==> src/sv/casb_pkg.sv <==
// shared types, constants and the pixel blend function of the clipped alpha stamp blitter
package casb_pkg;

    // canvas store geometry
    localparam int MAX_CANVAS_WIDTH  = 256;
    localparam int MAX_CANVAS_HEIGHT = 256;
    localparam int CANVAS_WORDS      = MAX_CANVAS_WIDTH * MAX_CANVAS_HEIGHT;
    localparam int ADDR_W            = (CANVAS_WORDS > 1) ? $clog2(CANVAS_WORDS) : 1;

    // field widths
    localparam int PIX_W      = 32;
    localparam int IDX_W      = 16;
    localparam int CDIM_W     = 9;
    localparam int SDIM_W     = 10;
    localparam int POS_W      = 10;
    localparam int CNT_W      = 9;
    localparam int COORD_W    = 11;
    localparam int CFG_IDX_W  = 3;
    localparam int CFG_DATA_W = 10;

    typedef logic [PIX_W-1:0]      pix_t;
    typedef logic [IDX_W-1:0]      idx_t;
    typedef logic [ADDR_W-1:0]     addr_t;
    typedef logic [CDIM_W-1:0]     cdim_t;
    typedef logic [SDIM_W-1:0]     sdim_t;
    typedef logic [CNT_W-1:0]      cnt_t;
    typedef logic [CFG_IDX_W-1:0]  cfg_idx_t;
    typedef logic [CFG_DATA_W-1:0] cfg_data_t;

    // canvas size limits as seen by the 9-bit size registers
    localparam int    CW_CAP   = (MAX_CANVAS_WIDTH > 511) ? 511 : MAX_CANVAS_WIDTH;
    localparam int    CH_CAP   = (MAX_CANVAS_HEIGHT > 511) ? 511 : MAX_CANVAS_HEIGHT;
    localparam cdim_t CW_LIMIT = cdim_t'(CW_CAP);
    localparam cdim_t CH_LIMIT = cdim_t'(CH_CAP);
    localparam sdim_t SURF_MAX = sdim_t'(512);
    localparam sdim_t SURF_MIN = sdim_t'(1);

    // blend masks
    localparam pix_t       RB_MASK      = 32'h00FF00FF;
    localparam pix_t       G_MASK       = 32'h0000FF00;
    localparam logic [7:0] ALPHA_OPAQUE = 8'hFF;
    localparam int         ALPHA_LSB    = 24;

    typedef enum logic [CFG_IDX_W-1:0] {
        REG_CANVAS_WIDTH   = 3'd0,
        REG_CANVAS_HEIGHT  = 3'd1,
        REG_STAMP_X        = 3'd2,
        REG_STAMP_Y        = 3'd3,
        REG_SURFACE_WIDTH  = 3'd4,
        REG_SURFACE_HEIGHT = 3'd5
    } cfg_reg_t;

    typedef struct packed {
        cdim_t              canvas_width;
        cdim_t              canvas_height;
        logic signed [POS_W-1:0] stamp_x;
        logic signed [POS_W-1:0] stamp_y;
        sdim_t              surface_width;
        sdim_t              surface_height;
    } cfg_t;

    // where the current surface pixel lands
    typedef struct packed {
        logic  on_canvas;
        addr_t addr;
        logic  last;
    } loc_t;

    // alpha 255 copies the source, otherwise wrapping 32-bit blend of r/b and g
    function automatic pix_t blend_pixel(input pix_t src, input pix_t bg);
        pix_t alpha;
        pix_t rb;
        pix_t g;
        pix_t rb_mix;
        pix_t g_mix;
        pix_t result;
        alpha  = {24'd0, src[ALPHA_LSB +: 8]};
        rb     = bg & RB_MASK;
        g      = bg & G_MASK;
        rb_mix = rb + ((((src & RB_MASK) - rb) * alpha) >> 8);
        g_mix  = g + ((((src & G_MASK) - g) * alpha) >> 8);
        if (src[ALPHA_LSB +: 8] == ALPHA_OPAQUE)
        begin
            result = src;
        end
        else
        begin
            result = (rb_mix & RB_MASK) | (g_mix & G_MASK);
        end
        return result;
    endfunction

endpackage

==> src/sv/casb_locate.sv <==
// surface row/column counters, clipping and canvas address of the next pixel
module casb_locate (
    input  logic           clk,
    input  logic           rst_n,
    input  casb_pkg::cfg_t cfg,
    input  logic           step,
    output casb_pkg::loc_t loc
);

    casb_pkg::cnt_t col_reg, col_next;
    casb_pkg::cnt_t row_reg, row_next;

    casb_pkg::cdim_t cw_eff;
    casb_pkg::cdim_t ch_eff;
    casb_pkg::sdim_t sw_eff;
    casb_pkg::sdim_t sh_eff;
    logic signed [casb_pkg::COORD_W-1:0] cx;
    logic signed [casb_pkg::COORD_W-1:0] cy;
    logic [19:0] idx_full;
    logic        last_col;
    logic        last_row;

    always_comb
    begin
        cw_eff = (cfg.canvas_width > casb_pkg::CW_LIMIT) ? casb_pkg::CW_LIMIT
                                                          : cfg.canvas_width;
        ch_eff = (cfg.canvas_height > casb_pkg::CH_LIMIT) ? casb_pkg::CH_LIMIT
                                                           : cfg.canvas_height;

        if (cfg.surface_width == '0)
            sw_eff = casb_pkg::SURF_MIN;
        else if (cfg.surface_width > casb_pkg::SURF_MAX)
            sw_eff = casb_pkg::SURF_MAX;
        else
            sw_eff = cfg.surface_width;

        if (cfg.surface_height == '0)
            sh_eff = casb_pkg::SURF_MIN;
        else if (cfg.surface_height > casb_pkg::SURF_MAX)
            sh_eff = casb_pkg::SURF_MAX;
        else
            sh_eff = cfg.surface_height;

        cx = $signed({cfg.stamp_x[casb_pkg::POS_W-1], cfg.stamp_x})
           + $signed({2'b00, col_reg});
        cy = $signed({cfg.stamp_y[casb_pkg::POS_W-1], cfg.stamp_y})
           + $signed({2'b00, row_reg});

        loc.on_canvas = !cx[casb_pkg::COORD_W-1] && !cy[casb_pkg::COORD_W-1]
                     && (cx[9:0] < {1'b0, cw_eff}) && (cy[9:0] < {1'b0, ch_eff});

        // inside the canvas the index always stays below the store depth
        idx_full = (20'(cy[9:0]) * 20'(cw_eff)) + 20'(cx[9:0]);
        loc.addr = casb_pkg::addr_t'(idx_full);

        last_col = ({1'b0, col_reg} + 10'd1) >= sw_eff;
        last_row = ({1'b0, row_reg} + 10'd1) >= sh_eff;
        loc.last = last_col && last_row;

        col_next = col_reg;
        row_next = row_reg;
        if (step)
        begin
            if (last_col)
            begin
                col_next = '0;
                row_next = last_row ? '0 : row_reg + 9'd1;
            end
            else
            begin
                col_next = col_reg + 9'd1;
            end
        end
    end

    always_ff @(posedge clk or negedge rst_n)
    begin
        if (!rst_n)
        begin
            col_reg <= '0;
            row_reg <= '0;
        end
        else
        begin
            col_reg <= col_next;
            row_reg <= row_next;
        end
    end

endmodule

==> config.mk <==
export PLATFORM = sky130hd
export DESIGN_NAME = casb_locate
export DESIGN_NICKNAME = d
export VERILOG_FILES = /design/src/sv/casb_pkg.sv /design/src/sv/casb_locate.sv
export SDC_FILE = /design/constraint.sdc
export NUM_CORES = 1
export LEC_CHECK = 0
export ABC_AREA = 1
export BUFFER_PORTS_ARGS = -buffer_cell sky130_fd_sc_hd__buf_4
export CAP_MARGIN = 25
export CORE_MARGIN = 2
export CORE_UTILIZATION = 25
export DETAILED_ROUTE_END_ITERATION = 8
export HOLD_SLACK_MARGIN = 0.06
export PLACE_DENSITY = 0.44
export SLEW_MARGIN = 20
export SYNTH_ARGS = -nofsm -noshare
export SYNTH_HDL_FRONTEND = slang
export SYNTH_SLANG_ARGS = --single-unit
==> constraint.sdc <==
create_clock -name clk -period 6.2 [get_ports clk]
set_input_delay 0 -clock clk [delete_from_list [all_inputs] [get_ports clk]]
set_output_delay 0 -clock clk [all_outputs]
set_load 0.01 [all_outputs]
==> impl_metrics.toml <==
[outcome]
run_status = "completed"

[yosys]
synth_seq_cells = 18
yosysTopAreaCell = "fa_1"
seq_area_frac_synth_pct = 7.70
synth_top_area_share_pct = 21.6
ys_warn_count = 0
yosysUniqueCellTypes = 41
synth.cell_area_um2 = 5850
ys_dominant_reg_cell = "dfrtp_1"
synth_edf_count = 0
synthArstFlopShare_pct = 100
yosys-top-cells-area = "fa_1 22%, ha_1 21%, nand2_1 14%, inv_1 9.6%, dfrtp_1 7.7%"
syn-num-nets = 1048
syn_inst = 828
syn_area_per_cell_um2 = 7.07

[timing]
worst_pin_slew_ps = 503
skew_ps = 4.77
finalSetupViolations = 0
setup_slack_ps = 241
setup_tns_ps = 0
rsz0062_at_grt = "true"
final_hold_viol_count = 0
period_minus_slack_ps = 5960
fmax_mhz = 168
fin_crit_sh_pct = 96.1
slew_headroom_pct = 66.3
report.final.slew_viol_count = 0

[global_routing]
grt_max_degree = 19
antenna_found_initial = 0
grt_pass1_wl_um = 26800
grt_pass1_vias = 5417
grtUsageTotal_pct = 13.6
globalRoute.totalOverflow = 0

[placement]
post-dp-hpwl_um = 14800
io_buffers = 78
gp_congestion = 0.848
place_area_um2 = 6940
pre_cts_slack_ps = 176

[finish]
syn_to_final_growth_pct = 24.7
postLayoutCellArea_um2 = 7300
fillers = 2515
final_nets = 1150
insertedDiodeCount = 0
drive_gt1_share_pct = 16.0
mostFrequentLayoutCells = "220 x nand2_1, 148 x inv_1, 101 x buf_4"
fin_util_pct = 32.0
mostFrequentLayoutCell = "nand2_1"

[critical_path]
cp-end-kind = "primary output"
path_max_fanout = 4
cp_data_required_time_ps = 6200
crit_type = "register to primary output"
crit_top_cell = "inv_1"
r2r_slack_ps = 3270
slowest_delay_ps = 530
arrival_ps = 5960
cp-start-kind = "register"
crit_path_top_delay_cell = "fa_1"

[detailed_routing]
post-route-drc-count = 0
wl_um = 16800
post_drt_via_cell_ratio = 4.38
routedWlPerCell_um = 13.5
drtIter0Drc = 180
vias = 5436
drt_pass1_iterations = 4
ant_nets = 0

[clock_network]
cts_tree = "built"
cts_max_path_buffers = 2
cts.sinks = 18
clkTransAtPathRegs_ps = 50
cts.htree.levels = 1
clk_latency_ps = 260
cts_made_buffers = 3
root_buffer = "clkbuf_16"

[min_path]
min_path_type = "input pin to register"

[die]
ios = 79
initial_utilization_pct = 25.7
core_area_um2 = 22800
rows = 55
die_x_um = 157
die_h_um = 157
dieArea_um2 = 24600

[flow_run]
maxCapViolations = 0
==> repair_timing <==
item | 4_1_cts | 5_1_grt
endpoints found under the hold margin | 18 | 0
pin swaps | 0 | 9
resized for setup | 4 | 40
hold buffers | 1 | 0
setup buffers | 0 | 5
endpoints found under the setup margin | 3 | 8
==> metrics by stage <==
step / hold slack (ps) / cells
finish: 96.4 / 1242
global route: 122 / 1242
CTS: 88.8 / 1237
detailed placement: -109 / 1232
global placement: -105 / 1232
floorplan: -296 / 828
==> path summary, 6_finish.rpt <==
kind                                          endpoint  cells after the start                   start
min in group asynchronous       row_reg[7]$_DFFE_PN0P_                      2                   rst_n
worst max-delay path                           loc[16]                     30  row_reg[0]$_DFFE_PN0P_
max in group asynchronous       row_reg[1]$_DFFE_PN0P_                      2                   rst_n
worst max register to register  row_reg[2]$_DFFE_PN0P_                     13  col_reg[0]$_DFFE_PN0P_
worst min-delay path            col_reg[6]$_DFFE_PN0P_                      2                    step
worst min register to register  row_reg[1]$_DFFE_PN0P_                      2  row_reg[1]$_DFFE_PN0P_
==> cell usage after synthesis (3+ instances only) <==
cell	number
inv_1	149
o21ai_1	3
dfrtp_1	18
a21oi_1	37
clkbuf_1	4
a21o_1	3
fa_1	63
nor2_1	86
ha_1	96
xor2_1	30
o21ai_0	11
a31oi_1	3
nor4_1	9
nand4_1	11
nor3_1	5
o21a_1	3
nand2_1	226
xnor2_1	7
nand3_1	29
o22ai_1	7
==> per-layer routing <==
metal / vias to the layer above / GRT usage (%) / share of wire [%]
met2: 88 / 24.1 / 49
met1: 2508 / 18.5 / 47
met4: 0 / 2.53 / 1.1
met3: 11 / 0.688 / 2.8
li1: 2829 / - / -
met5: - / 0 / 0
==> kinds of logic after synthesis <==
kind of cell / Yosys count / share of synthesized area, %
XOR/XNOR: 38 / 5.82
flip-flops: 18 / 7.70
AND/OR/NAND/NOR: 379 / 26.7
AO/OA/AOI/OAI: 78 / 7.72
buffers and inverters: 156 / 10.0
adder cells (fa/ha/maj): 159 / 42.1
==> cell type report <==
type                    count  area [um2]  share of cell area, %
clock buffers               4        88.8                   1.22
inverters                 151         567                   7.76
multi-input cells         654        5030                   68.9
flip-flops and latches     18         453                   6.21
well taps                 313         392                   5.37
repair buffers            102         768                   10.5
==> critical path, delay by kind of cell, from the launching register on <==
| family | cells | cell delay [ps] |
|---|---|---|
| adders and majority gates | 8 | 3200 |
| and+or+nand+nor | 9 | 870 |
| buffers and inverters | 9 | 570 |
| AOI/OAI and AO/OA | 3 | 480 |
| DFF | 1 | 350 |
| xor gates and xnor gates | 1 | 210 |
Power is not shown: default switching activity piles up to over one toggle a cycle in this logic, so the estimate is an artifact.
